File: src/rtl/owsrl_pkg.sv
// Shared types, codes and reset values for the 1-Wire slave ROM command layer.
`default_nettype none

package owsrl_pkg;

  localparam int unsigned TIME_W     = 20;
  localparam int unsigned ROM_ID_W   = 64;
  localparam int unsigned CFG_ADDR_W = 2;
  localparam int unsigned CFG_DATA_W = 64;
  localparam int unsigned IN_TDATA_W  = 24;
  localparam int unsigned OUT_TDATA_W = 24;

  localparam logic [CFG_ADDR_W-1:0] REG_ROM_ID       = 2'd0;
  localparam logic [CFG_ADDR_W-1:0] REG_RESET_THRESH = 2'd1;
  localparam logic [CFG_ADDR_W-1:0] REG_ZERO_THRESH  = 2'd2;
  localparam logic [CFG_ADDR_W-1:0] REG_ONE_THRESH   = 2'd3;

  localparam logic [TIME_W-1:0] RESET_THRESH_DEFAULT = 20'd205000;
  localparam logic [TIME_W-1:0] ZERO_THRESH_DEFAULT  = 20'd30000;
  localparam logic [TIME_W-1:0] ONE_THRESH_DEFAULT   = 20'd15000;

  localparam logic [7:0] CMD_READ_ROM   = 8'h33;
  localparam logic [7:0] CMD_MATCH_ROM  = 8'h55;
  localparam logic [7:0] CMD_SKIP_ROM   = 8'hCC;
  localparam logic [7:0] CMD_SEARCH_ROM = 8'hF0;

  localparam logic [4:0] PRESENCE_DELAY_US = 5'd20;
  localparam logic [6:0] PRESENCE_WIDTH_US = 7'd80;
  localparam logic [4:0] DATA_DELAY_US     = 5'd1;
  localparam logic [6:0] DATA_WIDTH_US     = 7'd25;

  localparam logic [5:0] LAST_BIT_BYTE  = 6'd7;
  localparam logic [5:0] LAST_BIT_ROM   = 6'd63;
  localparam logic [5:0] LAST_BIT_PAIR  = 6'd1;
  localparam logic [5:0] LAST_BIT_FIRST = 6'd0;
  localparam logic [3:0] ROM_BYTES      = 4'd8;
  localparam logic [6:0] SEARCH_BITS    = 7'd64;

  typedef enum logic [2:0] {
    PH_IDLE,
    PH_ROM_CMD,
    PH_MATCH,
    PH_SEARCH,
    PH_FUN_CMD
  } phase_t;

  typedef struct packed {
    logic [ROM_ID_W-1:0] rom_id;
    logic [TIME_W-1:0]   reset_thresh;
    logic [TIME_W-1:0]   zero_thresh;
    logic [TIME_W-1:0]   one_thresh;
  } cfg_t;

  typedef struct packed {
    logic       selected;
    logic [7:0] byte_value;
    logic       byte_valid;
    logic [6:0] drive_width_us;
    logic [4:0] drive_delay_us;
    logic       drive_low;
  } res_t;

endpackage

`default_nettype wire

File: src/rtl/owsrl_cfg.sv
// Configuration register bank: device id and pulse thresholds.
`default_nettype none

module owsrl_cfg (
  input  wire                                clk,
  input  wire                                rst_n,
  input  wire                                cfg_we,
  input  wire [owsrl_pkg::CFG_ADDR_W-1:0]    cfg_addr,
  input  wire [owsrl_pkg::CFG_DATA_W-1:0]    cfg_wdata,
  output owsrl_pkg::cfg_t                    cfg
);

  owsrl_pkg::cfg_t cfg_r;
  owsrl_pkg::cfg_t cfg_nxt;

  always_comb begin
    cfg_nxt = cfg_r;
    if (cfg_we) begin
      case (cfg_addr)
        owsrl_pkg::REG_ROM_ID:       cfg_nxt.rom_id = cfg_wdata;
        owsrl_pkg::REG_RESET_THRESH:
          cfg_nxt.reset_thresh = cfg_wdata[owsrl_pkg::TIME_W-1:0];
        owsrl_pkg::REG_ZERO_THRESH:
          cfg_nxt.zero_thresh = cfg_wdata[owsrl_pkg::TIME_W-1:0];
        owsrl_pkg::REG_ONE_THRESH:
          cfg_nxt.one_thresh = cfg_wdata[owsrl_pkg::TIME_W-1:0];
        default: cfg_nxt = cfg_r;
      endcase
    end
  end

  always_ff @(posedge clk) begin
    if (!rst_n) begin
      cfg_r.rom_id       <= '0;
      cfg_r.reset_thresh <= owsrl_pkg::RESET_THRESH_DEFAULT;
      cfg_r.zero_thresh  <= owsrl_pkg::ZERO_THRESH_DEFAULT;
      cfg_r.one_thresh   <= owsrl_pkg::ONE_THRESH_DEFAULT;
    end else begin
      cfg_r <= cfg_nxt;
    end
  end

  assign cfg = cfg_r;

endmodule

`default_nettype wire

File: src/rtl/owsrl_core.sv
// ROM command FSM: classifies one pulse per cycle on step and forms its result.
`default_nettype none

module owsrl_core (
  input  wire                              clk,
  input  wire                              rst_n,
  input  wire                              step,
  input  wire [owsrl_pkg::TIME_W-1:0]      low_time_ns,
  input  wire owsrl_pkg::cfg_t             cfg,
  output owsrl_pkg::res_t                  res
);

  owsrl_pkg::phase_t phase_r, phase_nxt;
  logic [5:0] bit_pos_r, bit_pos_nxt;
  logic [5:0] bit_last_r, bit_last_nxt;
  logic [7:0] rx_shift_r, rx_shift_nxt;
  logic [7:0] tx_byte_r, tx_byte_nxt;
  logic       tx_r, tx_nxt;
  logic [3:0] rom_left_r, rom_left_nxt;
  logic [6:0] search_pos_r, search_pos_nxt;
  logic       search_bit_r, search_bit_nxt;

  logic       do_rx;
  logic       do_tx;
  logic       rx_bit;
  logic       low_pos;
  logic [7:0] rx_new;
  logic [6:0] search_inc;
  logic       search_id_bit;
  logic [3:0] rom_left_dec;
  logic [2:0] rom_idx;
  logic       tx_bit;

  always_comb begin
    phase_nxt      = phase_r;
    bit_pos_nxt    = bit_pos_r;
    bit_last_nxt   = bit_last_r;
    rx_shift_nxt   = rx_shift_r;
    tx_byte_nxt    = tx_byte_r;
    tx_nxt         = tx_r;
    rom_left_nxt   = rom_left_r;
    search_pos_nxt = search_pos_r;
    search_bit_nxt = search_bit_r;
    res            = '0;
    do_rx          = 1'b0;
    do_tx          = 1'b0;
    rx_bit         = 1'b0;

    low_pos       = (bit_pos_r[5:3] == 3'd0);
    search_inc    = search_pos_r + 7'd1;
    search_id_bit = cfg.rom_id[search_inc[5:0]];
    rom_left_dec  = rom_left_r - 4'd1;
    rom_idx       = 3'(owsrl_pkg::ROM_BYTES - rom_left_dec);
    tx_bit        = low_pos ? tx_byte_r[bit_pos_r[2:0]] : 1'b1;

    if (low_time_ns > cfg.reset_thresh) begin
      rx_shift_nxt       = '0;
      bit_pos_nxt        = '0;
      bit_last_nxt       = owsrl_pkg::LAST_BIT_BYTE;
      tx_nxt             = 1'b0;
      rom_left_nxt       = '0;
      phase_nxt          = owsrl_pkg::PH_ROM_CMD;
      res.drive_low      = 1'b1;
      res.drive_delay_us = owsrl_pkg::PRESENCE_DELAY_US;
      res.drive_width_us = owsrl_pkg::PRESENCE_WIDTH_US;
    end else if (phase_r != owsrl_pkg::PH_IDLE) begin
      if (low_time_ns > cfg.zero_thresh) begin
        do_rx  = !tx_r;
        rx_bit = 1'b0;
      end else if (low_time_ns < cfg.one_thresh) begin
        do_tx  = tx_r;
        do_rx  = !tx_r;
        rx_bit = 1'b1;
      end
    end

    rx_new = rx_shift_r | ({7'd0, rx_bit & low_pos} << bit_pos_r[2:0]);

    if (do_rx) begin
      if (phase_r == owsrl_pkg::PH_MATCH && rx_bit != cfg.rom_id[bit_pos_r]) begin
        phase_nxt    = owsrl_pkg::PH_IDLE;
        rx_shift_nxt = '0;
        bit_pos_nxt  = '0;
        bit_last_nxt = owsrl_pkg::LAST_BIT_BYTE;
      end else if (bit_pos_r != bit_last_r) begin
        rx_shift_nxt = rx_new;
        bit_pos_nxt  = bit_pos_r + 6'd1;
      end else begin
        rx_shift_nxt = '0;
        bit_pos_nxt  = '0;
        bit_last_nxt = owsrl_pkg::LAST_BIT_BYTE;
        case (phase_r)
          owsrl_pkg::PH_ROM_CMD: begin
            case (rx_new)
              owsrl_pkg::CMD_READ_ROM: begin
                rom_left_nxt = owsrl_pkg::ROM_BYTES;
                tx_byte_nxt  = cfg.rom_id[7:0];
                tx_nxt       = 1'b1;
              end
              owsrl_pkg::CMD_MATCH_ROM: begin
                bit_last_nxt = owsrl_pkg::LAST_BIT_ROM;
                phase_nxt    = owsrl_pkg::PH_MATCH;
              end
              owsrl_pkg::CMD_SKIP_ROM: phase_nxt = owsrl_pkg::PH_FUN_CMD;
              owsrl_pkg::CMD_SEARCH_ROM: begin
                phase_nxt      = owsrl_pkg::PH_SEARCH;
                search_pos_nxt = '0;
                search_bit_nxt = cfg.rom_id[0];
                tx_byte_nxt    = cfg.rom_id[0] ? 8'd1 : 8'd2;
                bit_last_nxt   = owsrl_pkg::LAST_BIT_PAIR;
                tx_nxt         = 1'b1;
              end
              default: phase_nxt = owsrl_pkg::PH_IDLE;
            endcase
          end
          owsrl_pkg::PH_FUN_CMD: begin
            res.byte_valid = 1'b1;
            res.byte_value = rx_new;
          end
          owsrl_pkg::PH_MATCH: phase_nxt = owsrl_pkg::PH_FUN_CMD;
          owsrl_pkg::PH_SEARCH: begin
            if ((rx_new != 8'd0) != search_bit_r) begin
              phase_nxt = owsrl_pkg::PH_IDLE;
            end else begin
              search_pos_nxt = search_inc;
              if (search_inc >= owsrl_pkg::SEARCH_BITS) begin
                phase_nxt = owsrl_pkg::PH_FUN_CMD;
              end else begin
                search_bit_nxt = search_id_bit;
                tx_byte_nxt    = search_id_bit ? 8'd1 : 8'd2;
                bit_last_nxt   = owsrl_pkg::LAST_BIT_PAIR;
                tx_nxt         = 1'b1;
              end
            end
          end
          default: phase_nxt = phase_r;
        endcase
      end
    end

    if (do_tx) begin
      if (!tx_bit) begin
        res.drive_low      = 1'b1;
        res.drive_delay_us = owsrl_pkg::DATA_DELAY_US;
        res.drive_width_us = owsrl_pkg::DATA_WIDTH_US;
      end
      if (bit_pos_r != bit_last_r) begin
        bit_pos_nxt = bit_pos_r + 6'd1;
      end else begin
        bit_pos_nxt = '0;
        tx_nxt      = 1'b0;
        if (phase_r == owsrl_pkg::PH_SEARCH) begin
          bit_last_nxt = owsrl_pkg::LAST_BIT_FIRST;
        end else if (rom_left_r != 4'd0) begin
          rom_left_nxt = rom_left_dec;
          if (rom_left_dec == 4'd0) begin
            if (phase_r == owsrl_pkg::PH_ROM_CMD) begin
              phase_nxt = owsrl_pkg::PH_FUN_CMD;
            end else if (phase_r == owsrl_pkg::PH_FUN_CMD) begin
              phase_nxt = owsrl_pkg::PH_IDLE;
            end
          end else begin
            tx_byte_nxt  = cfg.rom_id[{rom_idx, 3'b000} +: 8];
            bit_last_nxt = owsrl_pkg::LAST_BIT_BYTE;
            tx_nxt       = 1'b1;
          end
        end
      end
    end

    res.selected = (phase_nxt == owsrl_pkg::PH_FUN_CMD);
  end

  always_ff @(posedge clk) begin
    if (!rst_n) begin
      phase_r      <= owsrl_pkg::PH_IDLE;
      bit_pos_r    <= '0;
      bit_last_r   <= owsrl_pkg::LAST_BIT_BYTE;
      rx_shift_r   <= '0;
      tx_byte_r    <= '0;
      tx_r         <= 1'b0;
      rom_left_r   <= '0;
      search_pos_r <= '0;
      search_bit_r <= 1'b0;
    end else if (step) begin
      phase_r      <= phase_nxt;
      bit_pos_r    <= bit_pos_nxt;
      bit_last_r   <= bit_last_nxt;
      rx_shift_r   <= rx_shift_nxt;
      tx_byte_r    <= tx_byte_nxt;
      tx_r         <= tx_nxt;
      rom_left_r   <= rom_left_nxt;
      search_pos_r <= search_pos_nxt;
      search_bit_r <= search_bit_nxt;
    end
  end

endmodule

`default_nettype wire

File: src/rtl/one_wire_slave_rom_layer_unit.sv
// Top level of the 1-Wire slave ROM command layer with input and result registers.
//
//   channel  direction  contents
//   in_*     slave      one finished low pulse length per item
//   out_*    master     one drive request, function byte and select flag per item
//   cfg_*    write      device id and three pulse thresholds
//
// One item is taken every cycle while the result side does not stall; an item
// goes into the input register, and the state update writes its result into the
// result register. Reset (rst_n low, synchronous) empties both registers and
// restores the idle phase and the default thresholds. A stalled result holds
// its register; the input register then takes an item only while it is empty.
`default_nettype none

module one_wire_slave_rom_layer_unit (
  input  wire                                 clk,
  input  wire                                 rst_n,
  input  wire                                 in_tvalid,
  output logic                                in_tready,
  // [19:0] low_time_ns, [23:20] zero
  input  wire [owsrl_pkg::IN_TDATA_W-1:0]     in_tdata,
  output logic                                out_tvalid,
  input  wire                                 out_tready,
  // [0] drive_low, [5:1] drive_delay_us, [12:6] drive_width_us, [13] byte_valid,
  // [21:14] byte_value, [22] selected, [23] zero
  output logic [owsrl_pkg::OUT_TDATA_W-1:0]   out_tdata,
  input  wire                                 cfg_we,
  input  wire [owsrl_pkg::CFG_ADDR_W-1:0]     cfg_addr,
  input  wire [owsrl_pkg::CFG_DATA_W-1:0]     cfg_wdata
);

  owsrl_pkg::cfg_t cfg;
  owsrl_pkg::res_t res;

  logic                          in_valid_r, in_valid_nxt;
  logic [owsrl_pkg::TIME_W-1:0]  in_data_r;
  logic                          out_valid_r, out_valid_nxt;
  owsrl_pkg::res_t               out_res_r;
  logic                          step;

  owsrl_cfg u_cfg (
    .clk       (clk),
    .rst_n     (rst_n),
    .cfg_we    (cfg_we),
    .cfg_addr  (cfg_addr),
    .cfg_wdata (cfg_wdata),
    .cfg       (cfg)
  );

  owsrl_core u_core (
    .clk         (clk),
    .rst_n       (rst_n),
    .step        (step),
    .low_time_ns (in_data_r),
    .cfg         (cfg),
    .res         (res)
  );

  assign step      = in_valid_r && (!out_valid_r || out_tready);
  assign in_tready = !in_valid_r || step;

  always_comb begin
    in_valid_nxt = in_valid_r;
    if (in_tvalid && in_tready) begin
      in_valid_nxt = 1'b1;
    end else if (step) begin
      in_valid_nxt = 1'b0;
    end
    out_valid_nxt = out_valid_r;
    if (step) begin
      out_valid_nxt = 1'b1;
    end else if (out_tready) begin
      out_valid_nxt = 1'b0;
    end
  end

  always_ff @(posedge clk) begin
    if (!rst_n) begin
      in_valid_r  <= 1'b0;
      out_valid_r <= 1'b0;
    end else begin
      in_valid_r  <= in_valid_nxt;
      out_valid_r <= out_valid_nxt;
    end
  end

  always_ff @(posedge clk) begin
    if (in_tvalid && in_tready) begin
      in_data_r <= in_tdata[owsrl_pkg::TIME_W-1:0];
    end
    if (step) begin
      out_res_r <= res;
    end
  end

  assign out_tvalid = out_valid_r;
  assign out_tdata  = {1'b0, out_res_r};

`ifndef SYNTHESIS
  a_byte_only_when_selected: assert property (@(posedge clk) disable iff (!rst_n)
    out_valid_r && out_res_r.byte_valid |-> out_res_r.selected)
    else $error("function byte reported outside the function phase");

  a_idle_drive_fields_zero: assert property (@(posedge clk) disable iff (!rst_n)
    out_valid_r && !out_res_r.drive_low |->
      out_res_r.drive_delay_us == 5'd0 && out_res_r.drive_width_us == 7'd0)
    else $error("drive timing set without a drive request");

  a_pending_input_held: assert property (@(posedge clk) disable iff (!rst_n)
    in_valid_r && !step |=> in_valid_r && $stable(in_data_r))
    else $error("pending input item lost or changed while stalled");
`endif

endmodule

`default_nettype wire

File: config.mk
export PLATFORM = sky130hd
export DESIGN_NAME = one_wire_slave_rom_layer_unit
export DESIGN_NICKNAME = d
export VERILOG_FILES = /design/src/rtl/owsrl_pkg.sv /design/src/rtl/owsrl_cfg.sv /design/src/rtl/owsrl_core.sv /design/src/rtl/one_wire_slave_rom_layer_unit.sv
export SDC_FILE = /design/constraint.sdc
export NUM_CORES = 1
export LEC_CHECK = 0
export BUFFER_PORTS_ARGS = -buffer_cell sky130_fd_sc_hd__buf_2
export CAP_MARGIN = 0
export CORE_MARGIN = 5
export CORE_UTILIZATION = 40
export CTS_CLUSTER_SIZE = 10
export DETAILED_ROUTE_END_ITERATION = 6
export GPL_ROUTABILITY_DRIVEN = 1
export SLEW_MARGIN = 10
export SYNTH_ARGS = -nofsm -noshare
export SYNTH_HDL_FRONTEND = slang
export SYNTH_SLANG_ARGS = --single-unit
File: constraint.sdc
create_clock -name clk -period 4.3 [get_ports clk]
set_input_delay 0.215 -clock clk [delete_from_list [all_inputs] [get_ports clk]]
set_output_delay 0.215 -clock clk [all_outputs]
set_load 0.1 [all_outputs]
==> impl_metrics.py, run 1 <==
metrics = {
    "synth": {
        "synth_edf_count": 33,
        "synth_top_cells_by_area": "sky130_fd_sc_hd__dfxtp_1 (29%), sky130_fd_sc_hd__mux4_2 (11%), sky130_fd_sc_hd__nand2_1 (9.4%)",
        "netlist-cell-type-count": 81,
        "top_post_synthesis_cells_by_count": "sky130_fd_sc_hd__nand2_1 (291), sky130_fd_sc_hd__dfxtp_1 (170), sky130_fd_sc_hd__a21oi_1 (148)",
        "yosysMostFrequentCell": "sky130_fd_sc_hd__nand2_1",
        "synthesis.yosys.warnings": 0,
        "synth_largest_type_area_fraction_pct": 29.3,
        "mean_instance_size_in_the_synthesized_netlist_um2": 8.84,
        "synth-seq-area-share_pct": 37.8,
        "synth.ff_latch_count": 203,
        "yosysTopAreaCell": "sky130_fd_sc_hd__dfxtp_1",
        "asyncSetResetFlopFracSynth_pct": 0,
        "synth_top_flop_cell": "sky130_fd_sc_hd__dfxtp_1",
        "syn_area_um2": 11600,
        "post_synth_inst_count": 1313,
    },
    "route": {
        "drcViolationCount": 0,
        "antenna_left": 0,
        "detailedRoute.firstPassIterationCount": 5,
        "routed_wl_um": 32600,
        "detailroute.via_count": 10300,
        "drt_first_iter_violations": 756,
        "vias_per_cell": 5.48,
        "dr_wl_cell_um": 17.4,
    },
    "clock_tree": {
        "clk_pin_slew_worst_paths_ns": 0.06,
        "cts_max_level": 1,
        "clock_sink_count": 203,
        "clock_insertion_delay_worst_skew_ns": 0.53,
        "clock_tree_from_tritoncts": "yes",
        "cts_max_path_buffers": 3,
        "clock-root-buffer": "sky130_fd_sc_hd__clkbuf_16",
        "number_of_buffers_created_by_cts": 25,
    },
    "sta": {
        "setup_tns_ns": 0,
        "holdWs_ns": 0.0223,
        "final-hold-violation-count": 0,
        "timing_worst_slew_pin_value_ns": 1.16,
        "timing.final.crit_period_ns": 4.02,
        "max_clock_freq_ghz": 0.249,
        "rsz0062_at_grt": "false",
        "setup_viol": 0,
        "slew_headroom_pct": 22.4,
        "final.setup_skew_ns": 0.0261,
        "post-route-period-util_pct": 93.4,
        "finalMaxSlewViolations": 0,
    },
    "finish": {
        "n_antenna_cell": 0,
        "finish.net_count": 1638,
        "finish.utilization_pct": 48.9,
        "area_growth_pct": 20.9,
        "layout-drive-gt1-share_pct": 17.6,
    },
    "power_and_ir_drop": {
        "sequentialPowerShare_pct": 45.4,
        "max-vdd-ir-drop_v": 0.000251,
        "net-switching-power_mw": 1.19,
        "pwr-share-comb_pct": 12.7,
        "clock_power_share_pct": 41.9,
        "cellInternalPower_mw": 3.32,
        "power.switching_fraction_pct": 26.3,
        "pwr_density_cell_nw_per_um2": 322,
        "p_leak_nw": 5.30,
    },
    "placement": {
        "io_buffer_count": 110,
        "dp.final_hpwl_um": 23300,
        "place_congestion": 0.923,
    },
    "critical_path": {
        "worst_setup_path_start_kind": "register",
        "crit_type": "register to register",
        "cp_data_arrival_time_ns": 4.42,
        "endpoint_kind": "register",
        "worst-path-max-fanout": 13,
        "r2r_setup_slack_ns": 0.28,
        "crit_required_ns": 4.70,
    },
    "job": {
        "max-cap-violations": 0,
    },
    "outcome": {
        "run_status": "completed",
    },
    "die": {
        "die-area_um2": 32500,
        "dieHeight_um": 180,
        "die_width_um": 180,
        "initial_utilization_pct": 40.5,
        "num_io_pins": 121,
        "core_region_area_um2": 28700,
        "placement_rows": 62,
    },
    "grt": {
        "wire_length_of_the_first_global_routing_pass_um": 52700,
        "first_global_vias": 9779,
        "grt_overflow": 0,
        "grt_start_max_net_pins": 66,
        "antenna_found_initial": 0,
        "grtUsageTotal_pct": 19.5,
    },
    "min_path": {
        "hold_path_class": "input pin to register",
    },
}
## worst paths after layout
kind,startpoint,to,depth (start not counted)
max,in_data_r[17],u_core.search_bit_r,12
min,cfg_wdata[14],u_cfg.cfg[54],3
max reg2reg,in_data_r[17],u_core.search_bit_r,12
min reg2reg,u_cfg.cfg[42],u_cfg.cfg[42],2
## worst max-delay path, cell delays in order, from the launching register on
cell,delay (ns)
sky130_fd_sc_hd__edfxtp_1,0.45
sky130_fd_sc_hd__ha_1,0.35
sky130_fd_sc_hd__nand4_1,0.20
sky130_fd_sc_hd__nor4_1,0.43
sky130_fd_sc_hd__nand2_1,0.18
sky130_fd_sc_hd__or4_1,0.41
sky130_fd_sc_hd__o21ai_1,0.26
sky130_fd_sc_hd__a31oi_1,0.25
sky130_fd_sc_hd__xor2_2,0.25
sky130_fd_sc_hd__and3_1,0.26
sky130_fd_sc_hd__a41oi_2,0.51
sky130_fd_sc_hd__nor2_1,0.11
sky130_fd_sc_hd__o221a_2,0.26
## cell type report
class	count	area, µm²
clock buffers	35	693
flip-flops and latches	203	4390
fillers	2798	14700
repair buffers	220	1590
inverters	74	279
multi-input cells	954	6580
well taps	384	480
clock inverters	4	23.8
## stage by stage
step	cells	worst slack (ns)	total power, mW	cell area [µm²]
floorplan	1318	0.893	2.43	11600
global placement	1751	0.396	2.59	12500
detailed placement	1751	0.301	2.60	12500
CTS	1874	0.290	4.56	14000
global route	1874	0.0322	4.70	14000
finish	1874	0.282	4.51	14000
## sequential cells by signal (all words and copies together) (netlist names)
name and cells:
u_core.bit_pos_r 6, u_core.bit_last_r 6, u_core.rx_shift_r 8, in_data_r 20
u_core.rom_left_r 4, out_tvalid 1, out_tdata 13, u_core.tx_byte_r 8
u_core.phase_r 3, u_core.search_bit_r 1, u_cfg.cfg 124, in_valid_r 1
u_core.search_pos_r 7, u_core.tx_r 1
## power by group through the flow
| stage | logic (mW) | registers, mW | clock network (mW) |
|---|---|---|---|
| detailed placement | 0.511 | 2.09 | 0 |
| global placement | 0.504 | 2.09 | 0 |
| finish | 0.574 | 2.05 | 1.89 |
| CTS | 0.572 | 2.05 | 1.94 |
| floorplan | 0.330 | 2.10 | 0 |
| global route | 0.633 | 2.06 | 2.01 |
## cell usage in the layout (no fill, tap or decap), types with 25 or more instances in the layout
cell                              n
sky130_fd_sc_hd__nand2_1        291
sky130_fd_sc_hd__dfxtp_1        170
sky130_fd_sc_hd__a21oi_1        148
sky130_fd_sc_hd__buf_2          110
sky130_fd_sc_hd__dlygate4sd3_1   84
sky130_fd_sc_hd__inv_1           72
sky130_fd_sc_hd__nor2_1          68
sky130_fd_sc_hd__ha_1            65
sky130_fd_sc_hd__mux4_2          56
sky130_fd_sc_hd__edfxtp_1        33
sky130_fd_sc_hd__o211ai_1        30
sky130_fd_sc_hd__o21ai_0         28
sky130_fd_sc_hd__nand3_1         26
sky130_fd_sc_hd__buf_4           26
sky130_fd_sc_hd__clkbuf_16       25
## cell families after synthesis
logic type,Yosys count,share of synthesized area (%)
other,1,0.0323
xor gates and xnor gates,19,1.43
muxes,73,12.4
AOI/OAI and AO/OA,307,16.8
adders and majority gates,65,7.00
and+or+nand+nor,484,18.8
DFF,203,37.8
buffers and inverters,161,5.75
## metal layers
metal  up-vias  GRT usage [%]  wire length, µm
met5         -              0                0
met4         0           5.14              818
met3        52           2.44             1910
met2       352           31.6            14900
met1      4845           27.6            15000
li1       5012              -                -
## timing repair
action                                  4_1_cts  5_1_grt
hold buffers                                 84        0
gates resized for setup                       0        2
endpoints found under the setup margin        0        4
setup buffers                                 0        0
hold endpoints to repair                    124        0
Power figures use the tool's default switching activity.
==> run 2, diff against run 1 <==
- CTS_BUF_LIST: not set -> sky130_fd_sc_hd__clkbuf_8 sky130_fd_sc_hd__clkbuf_16
==> run 2 against run 1 <==
Register-to-register slack about the same. Worst setup slack improved by 0.0067 ns. Cell count unchanged. Die area stayed put. Largest power group unchanged. Power fell by 0.35%. Sequential share of layout area unchanged.
==> impl_metrics.py, run 2 (same netlist as run 1, synthesis figures left out) <==
metrics = {
    "outcome": {
        "run_status": "completed",
    },
    "placement": {
        "io_buffer_count": 110,
        "place_congestion": 0.923,
        "dp.final_hpwl_um": 23300,
        "place_area_um2": 12500,
    },
    "power_and_ir_drop": {
        "p_leak_nw": 5.33,
        "sequentialPowerShare_pct": 45.5,
        "max-vdd-ir-drop_v": 0.000252,
        "cellInternalPower_mw": 3.31,
        "power.switching_fraction_pct": 26.5,
        "pwr-share-comb_pct": 12.8,
        "net-switching-power_mw": 1.19,
        "pwr_density_cell_nw_per_um2": 320,
        "clock_power_share_pct": 41.7,
    },
    "finish": {
        "fillers": 2798,
        "largest_register_ffs": 124,
        "area_growth_pct": 20.9,
        "commonest_non_fill_non_tap_cell_in_the_layout": "sky130_fd_sc_hd__nand2_1",
        "layout_common_cells": "sky130_fd_sc_hd__nand2_1 (291), sky130_fd_sc_hd__dfxtp_1 (170), sky130_fd_sc_hd__a21oi_1 (148)",
        "finish.net_count": 1638,
        "layout-drive-gt1-share_pct": 17.6,
        "n_antenna_cell": 0,
        "finalInstanceArea_um2": 14000,
    },
    "sta": {
        "rsz0062_at_grt": "false",
        "max_clock_freq_ghz": 0.249,
        "slew_headroom_pct": 23.3,
        "setup_tns_ns": 0,
        "finalMaxSlewViolations": 0,
        "post-route-period-util_pct": 93.3,
        "final.setup_skew_ns": 0.0255,
        "setup_viol": 0,
        "final-hold-violation-count": 0,
        "timing.final.crit_period_ns": 4.01,
        "timing_worst_slew_pin_value_ns": 1.15,
    },
    "clock_tree": {
        "cts.repair_timing.setup_buffer_count": 0,
        "clock_sink_count": 203,
        "number_of_buffers_created_by_cts": 25,
        "cts_max_level": 1,
        "clk_pin_slew_worst_paths_ns": 0.06,
        "cts_max_path_buffers": 3,
        "clock_tree_from_tritoncts": "yes",
        "clock_insertion_delay_worst_skew_ns": 0.53,
        "clock-root-buffer": "sky130_fd_sc_hd__clkbuf_16",
    },
    "route": {
        "detailedRoute.firstPassIterationCount": 5,
        "dr_wl_cell_um": 17.4,
        "routed_wl_um": 32600,
        "antenna_left": 0,
        "vias_per_cell": 5.45,
        "drcViolationCount": 0,
        "drt_first_iter_violations": 761,
        "detailroute.via_count": 10200,
    },
    "grt": {
        "first_global_vias": 9779,
        "grt_start_max_net_pins": 66,
        "grt_overflow": 0,
        "antenna_found_initial": 0,
        "grtUsageTotal_pct": 19.5,
        "wire_length_of_the_first_global_routing_pass_um": 52700,
    },
    "critical_path": {
        "cp_slowest_stage_delay_ns": 0.50,
        "worst_setup_path_endpoint": "u_core.search_bit_r",
        "rr_endpoint": "u_core.search_bit_r",
        "crit_path_cell_trace": "ha_1, nand4_1, nor4_1, nand2_1, or4_1, o21ai_1, a31oi_1, xor2_2, and3_1, a41oi_2, nor2_1, o221a_2",
        "cp_data_arrival_time_ns": 4.41,
        "number_of_cells_on_the_worst_reg_to_reg_path": 12,
        "worst_setup_path_start_kind": "register",
        "critPathLaunch": "in_data_r[17]",
        "cp_slowest_cell": "sky130_fd_sc_hd__a41oi_2",
        "worst-path-stages": 12,
        "cpLargestDelayFamily": "simple AND/OR/NAND/NOR gates",
        "crit_type": "register to register",
        "endpoint_kind": "register",
        "reg2reg_from": "in_data_r[17]",
        "worst-path-buf-inv": 0,
        "worst-path-max-fanout": 13,
        "crit_required_ns": 4.70,
        "r2r_setup_slack_ns": 0.29,
    },
    "die": {
        "die-area_um2": 32500,
        "num_io_pins": 121,
        "initial_utilization_pct": 40.5,
        "placement_rows": 62,
        "core_region_area_um2": 28700,
        "die_width_um": 180,
        "dieHeight_um": 180,
    },
    "min_path": {
        "hold_path_class": "input pin to register",
    },
    "job": {
        "max-cap-violations": 0,
    },
}
run 2: cell types whose count changed in the layout (fill, tap and decap cells not counted), sizes merged:
cell    previous run  this run
inv               73        80
clkbuf            35        28
run 2: final cells by class:
class                      count  area, µm²  share of cell area, %
tap                          384        480                   3.42
multi-input combinational    954       6580                   46.9
sequential                   203       4390                   31.3
clock inverter                11       50.0                  0.357
timing repair buffer         220       1590                   11.3
inverter                      74        279                   1.99
clock buffer                  28        667                   4.75
run 2: how the worst min path moves through the flow:
stage | depth (start not counted) | start | slack [ns] | to
4_1_cts | 3 | cfg_wdata[14] | 0.003 | u_cfg.cfg[14]
2_1_floorplan | 0 | in_tdata[0] | 0.31 | in_data_r[0]
3_3_place_gp | 1 | in_tdata[3] | 0.39 | in_data_r[3]
6_report | 3 | cfg_wdata[14] | 0.03 | u_cfg.cfg[54]
5_1_grt | 3 | cfg_wdata[14] | 0.003 | u_cfg.cfg[54]
3_5_place_dp | 1 | in_tdata[18] | 0.39 | in_data_r[18]
run 2: power groups by stage:
stage	Clock, mW	Sequential [mW]	Combinational [mW]
after floorplan	0	2.10	0.330
after global placement	0	2.09	0.504
after detailed placement	0	2.09	0.511
after CTS	1.92	2.05	0.572
after global routing	2.00	2.06	0.633
final	1.88	2.05	0.574
run 2: worst register-to-register path, stage by stage, from the launching register on:
cell	delay (ns)
sky130_fd_sc_hd__edfxtp_1	0.45
sky130_fd_sc_hd__ha_1	0.35
sky130_fd_sc_hd__nand4_1	0.20
sky130_fd_sc_hd__nor4_1	0.43
sky130_fd_sc_hd__nand2_1	0.18
sky130_fd_sc_hd__or4_1	0.41
sky130_fd_sc_hd__o21ai_1	0.26
sky130_fd_sc_hd__a31oi_1	0.25
sky130_fd_sc_hd__xor2_2	0.25
sky130_fd_sc_hd__and3_1	0.26
sky130_fd_sc_hd__a41oi_2	0.50
sky130_fd_sc_hd__nor2_1	0.11
sky130_fd_sc_hd__o221a_2	0.26
run 2: metrics by stage:
| stage | std cells | setup WS, ns | hold slack [ns] | util [%] | power, mW |
|---|---|---|---|---|---|
| finish | 1874 | 0.289 | 0.0267 | 48.9 | 4.50 |
| global route | 1874 | 0.0322 | 0.00303 | 48.9 | 4.68 |
| CTS | 1874 | 0.290 | 0.00322 | 48.9 | 4.54 |
| detailed placement | 1751 | 0.301 | 0.393 | 43.5 | 2.60 |
| global placement | 1751 | 0.396 | 0.391 | 43.5 | 2.59 |
| floorplan | 1318 | 0.893 | 0.314 | - | 2.43 |
run 2: what timing repair did:
action,in CTS,in global routing
gates resized for setup,0,2
hold buffers,84,0
endpoints found under the setup margin,0,4
hold endpoints to repair,124,0
run 2: per-layer routing:
layer  track usage [%]  wire, µm
met5                 0         0
met4              5.14       789
met3              2.44      2040
met2              31.6     14900
met1              27.6     14900
==> run 3, diff against run 2 <==
- BUFFER_PORTS_ARGS: -buffer_cell sky130_fd_sc_hd__buf_2 -> -buffer_cell sky130_fd_sc_hd__buf_4
==> run 3 against run 2 <==
Core utilization increased by 1.1 points. Global-route usage increased by 0.23 points. Non-clock buffer count increased by 3. Fmax increased by 0.26%. Routed wire length increased by 1.4%. Worst setup slack improved by 0.011 ns. Register-to-register slack about the same. Largest power group unchanged.
==> impl_metrics.py, run 3 (same netlist as run 1, synthesis figures left out) <==
metrics = {
    "sta": {
        "max_clock_freq_ghz": 0.250,
        "post-route-period-util_pct": 93.0,
        "timing_worst_slew_pin_value_ns": 1.20,
        "final.setup_skew_ns": 0.0126,
        "timing.final.crit_period_ns": 4.00,
        "setup_viol": 0,
        "final-hold-violation-count": 0,
        "slew_headroom_pct": 19.9,
        "finalMaxSlewViolations": 0,
        "holdWs_ns": 0.162,
        "setup_tns_ns": 0,
    },
    "clock_tree": {
        "clock_sink_count": 203,
        "clock_insertion_delay_worst_skew_ns": 0.54,
        "number_of_buffers_created_by_cts": 25,
        "cts_max_level": 1,
        "clock_tree_from_tritoncts": "yes",
        "clock-root-buffer": "sky130_fd_sc_hd__clkbuf_16",
        "cts_max_path_buffers": 3,
        "clk_pin_slew_worst_paths_ns": 0.06,
    },
    "grt": {
        "wire_length_of_the_first_global_routing_pass_um": 53400,
        "grt_start_max_net_pins": 66,
        "first_global_vias": 9827,
        "grt_overflow": 0,
        "antenna_found_initial": 0,
        "grtUsageTotal_pct": 19.7,
    },
    "critical_path": {
        "worst_setup_path_start_kind": "register",
        "worst-path-max-fanout": 13,
        "cp_data_arrival_time_ns": 4.43,
        "worst-path-buf-inv": 0,
        "cp_slowest_cell": "sky130_fd_sc_hd__a41oi_2",
        "cpLargestDelayFamily": "simple AND/OR/NAND/NOR gates",
        "crit_path_cell_trace": "ha_1, nand4_1, nor4_1, nand2_1, or4_1, o21ai_1, a31oi_1, xor2_2, and3_1, a41oi_2, nor2_1, o221a_2",
        "crit_type": "register to register",
        "crit_required_ns": 4.73,
        "cp_slowest_stage_delay_ns": 0.54,
        "endpoint_kind": "register",
    },
    "route": {
        "routed_wl_um": 33100,
        "drt_first_iter_violations": 871,
        "detailedRoute.firstPassIterationCount": 5,
        "vias_per_cell": 5.45,
        "detailroute.via_count": 10200,
        "drcViolationCount": 0,
        "antenna_left": 0,
        "dr_wl_cell_um": 17.6,
    },
    "power_and_ir_drop": {
        "pwr_density_cell_nw_per_um2": 318,
        "max-vdd-ir-drop_v": 0.000218,
        "net-switching-power_mw": 1.22,
        "sequentialPowerShare_pct": 44.9,
        "cellInternalPower_mw": 3.34,
        "power.switching_fraction_pct": 26.7,
        "clock_power_share_pct": 41.8,
        "p_leak_nw": 5.45,
        "pwr-share-comb_pct": 13.3,
        "total_power_mw": 4.56,
    },
    "job": {
        "max-cap-violations": 0,
    },
    "min_path": {
        "hold_path_class": "input pin to register",
    },
    "die": {
        "num_io_pins": 121,
        "core_region_area_um2": 28700,
        "placement_rows": 62,
        "die-area_um2": 32500,
        "die_width_um": 180,
        "dieHeight_um": 180,
        "initial_utilization_pct": 40.5,
    },
    "finish": {
        "fillers": 2740,
        "layout-drive-gt1-share_pct": 17.5,
        "finish.net_count": 1641,
        "area_growth_pct": 23.6,
        "finish.utilization_pct": 50.0,
        "n_antenna_cell": 0,
        "instances_no_fill": 1878,
        "largest_register_ffs": 124,
        "commonest_non_fill_non_tap_cell_in_the_layout": "sky130_fd_sc_hd__nand2_1",
        "layout_common_cells": "sky130_fd_sc_hd__nand2_1 (291), sky130_fd_sc_hd__dfxtp_1 (170), sky130_fd_sc_hd__a21oi_1 (148)",
    },
    "placement": {
        "io_buffer_count": 110,
        "dp.final_hpwl_um": 23300,
        "place_inst": 1752,
        "place_congestion": 0.917,
    },
    "outcome": {
        "run_status": "completed",
    },
}
## run 3: worst paths after layout
check / depth (start not counted) / to / slack (ns) / start
hold / removal: 2 / u_core.bit_last_r[0] / 0.16 / rst_n
hold reg to reg: 2 / u_cfg.cfg[23] / 0.45 / u_cfg.cfg[23]
setup reg to reg: 12 / u_core.search_bit_r / 0.30 / in_data_r[17]
setup / recovery: 12 / u_core.search_bit_r / 0.30 / in_data_r[17]
## run 3: final cells by class
| cell class | instances | area, µm² | share of cell area (%) |
|---|---|---|---|
| flip-flops and latches | 203 | 4390 | 30.6 |
| multi-input cells | 954 | 6580 | 45.8 |
| well taps | 384 | 480 | 3.35 |
| inverters | 74 | 279 | 1.94 |
| clock buffers | 28 | 667 | 4.65 |
| clock inverters | 12 | 66.3 | 0.462 |
| repair buffers | 223 | 1890 | 13.2 |
## run 3: through the flow
step	setup slack (ns)	instance area (µm²)
detailed placement	0.331	12800
finish	0.299	14400
global placement	0.357	12800
floorplan	0.893	11600
global route	-0.0120	14400
CTS	0.302	14300
## run 3: per-layer routing
metal  vias up  part of all wire, %  GRT usage, %
met5         -                    0             0
met4         0                  1.7          4.45
met3        44                  6.1          2.68
met2       351                   46          32.3
met1      4832                   46          27.8
li1       5008                    -             -
## run 3: timing repair
item,in CTS,in global routing
setup endpoints to repair,0,6
hold buffers,86,0
resized for setup,0,2
buffers inserted,0,0
hold endpoints to repair,145,0
## run 3: power by group through the flow
stage	sequential, mW	clock (mW)	combinational, mW
after floorplan	2.10	0	0.330
after global placement	2.09	0	0.529
after detailed placement	2.09	0	0.538
after CTS	2.05	1.95	0.602
after global routing	2.06	2.02	0.664
final	2.05	1.91	0.604
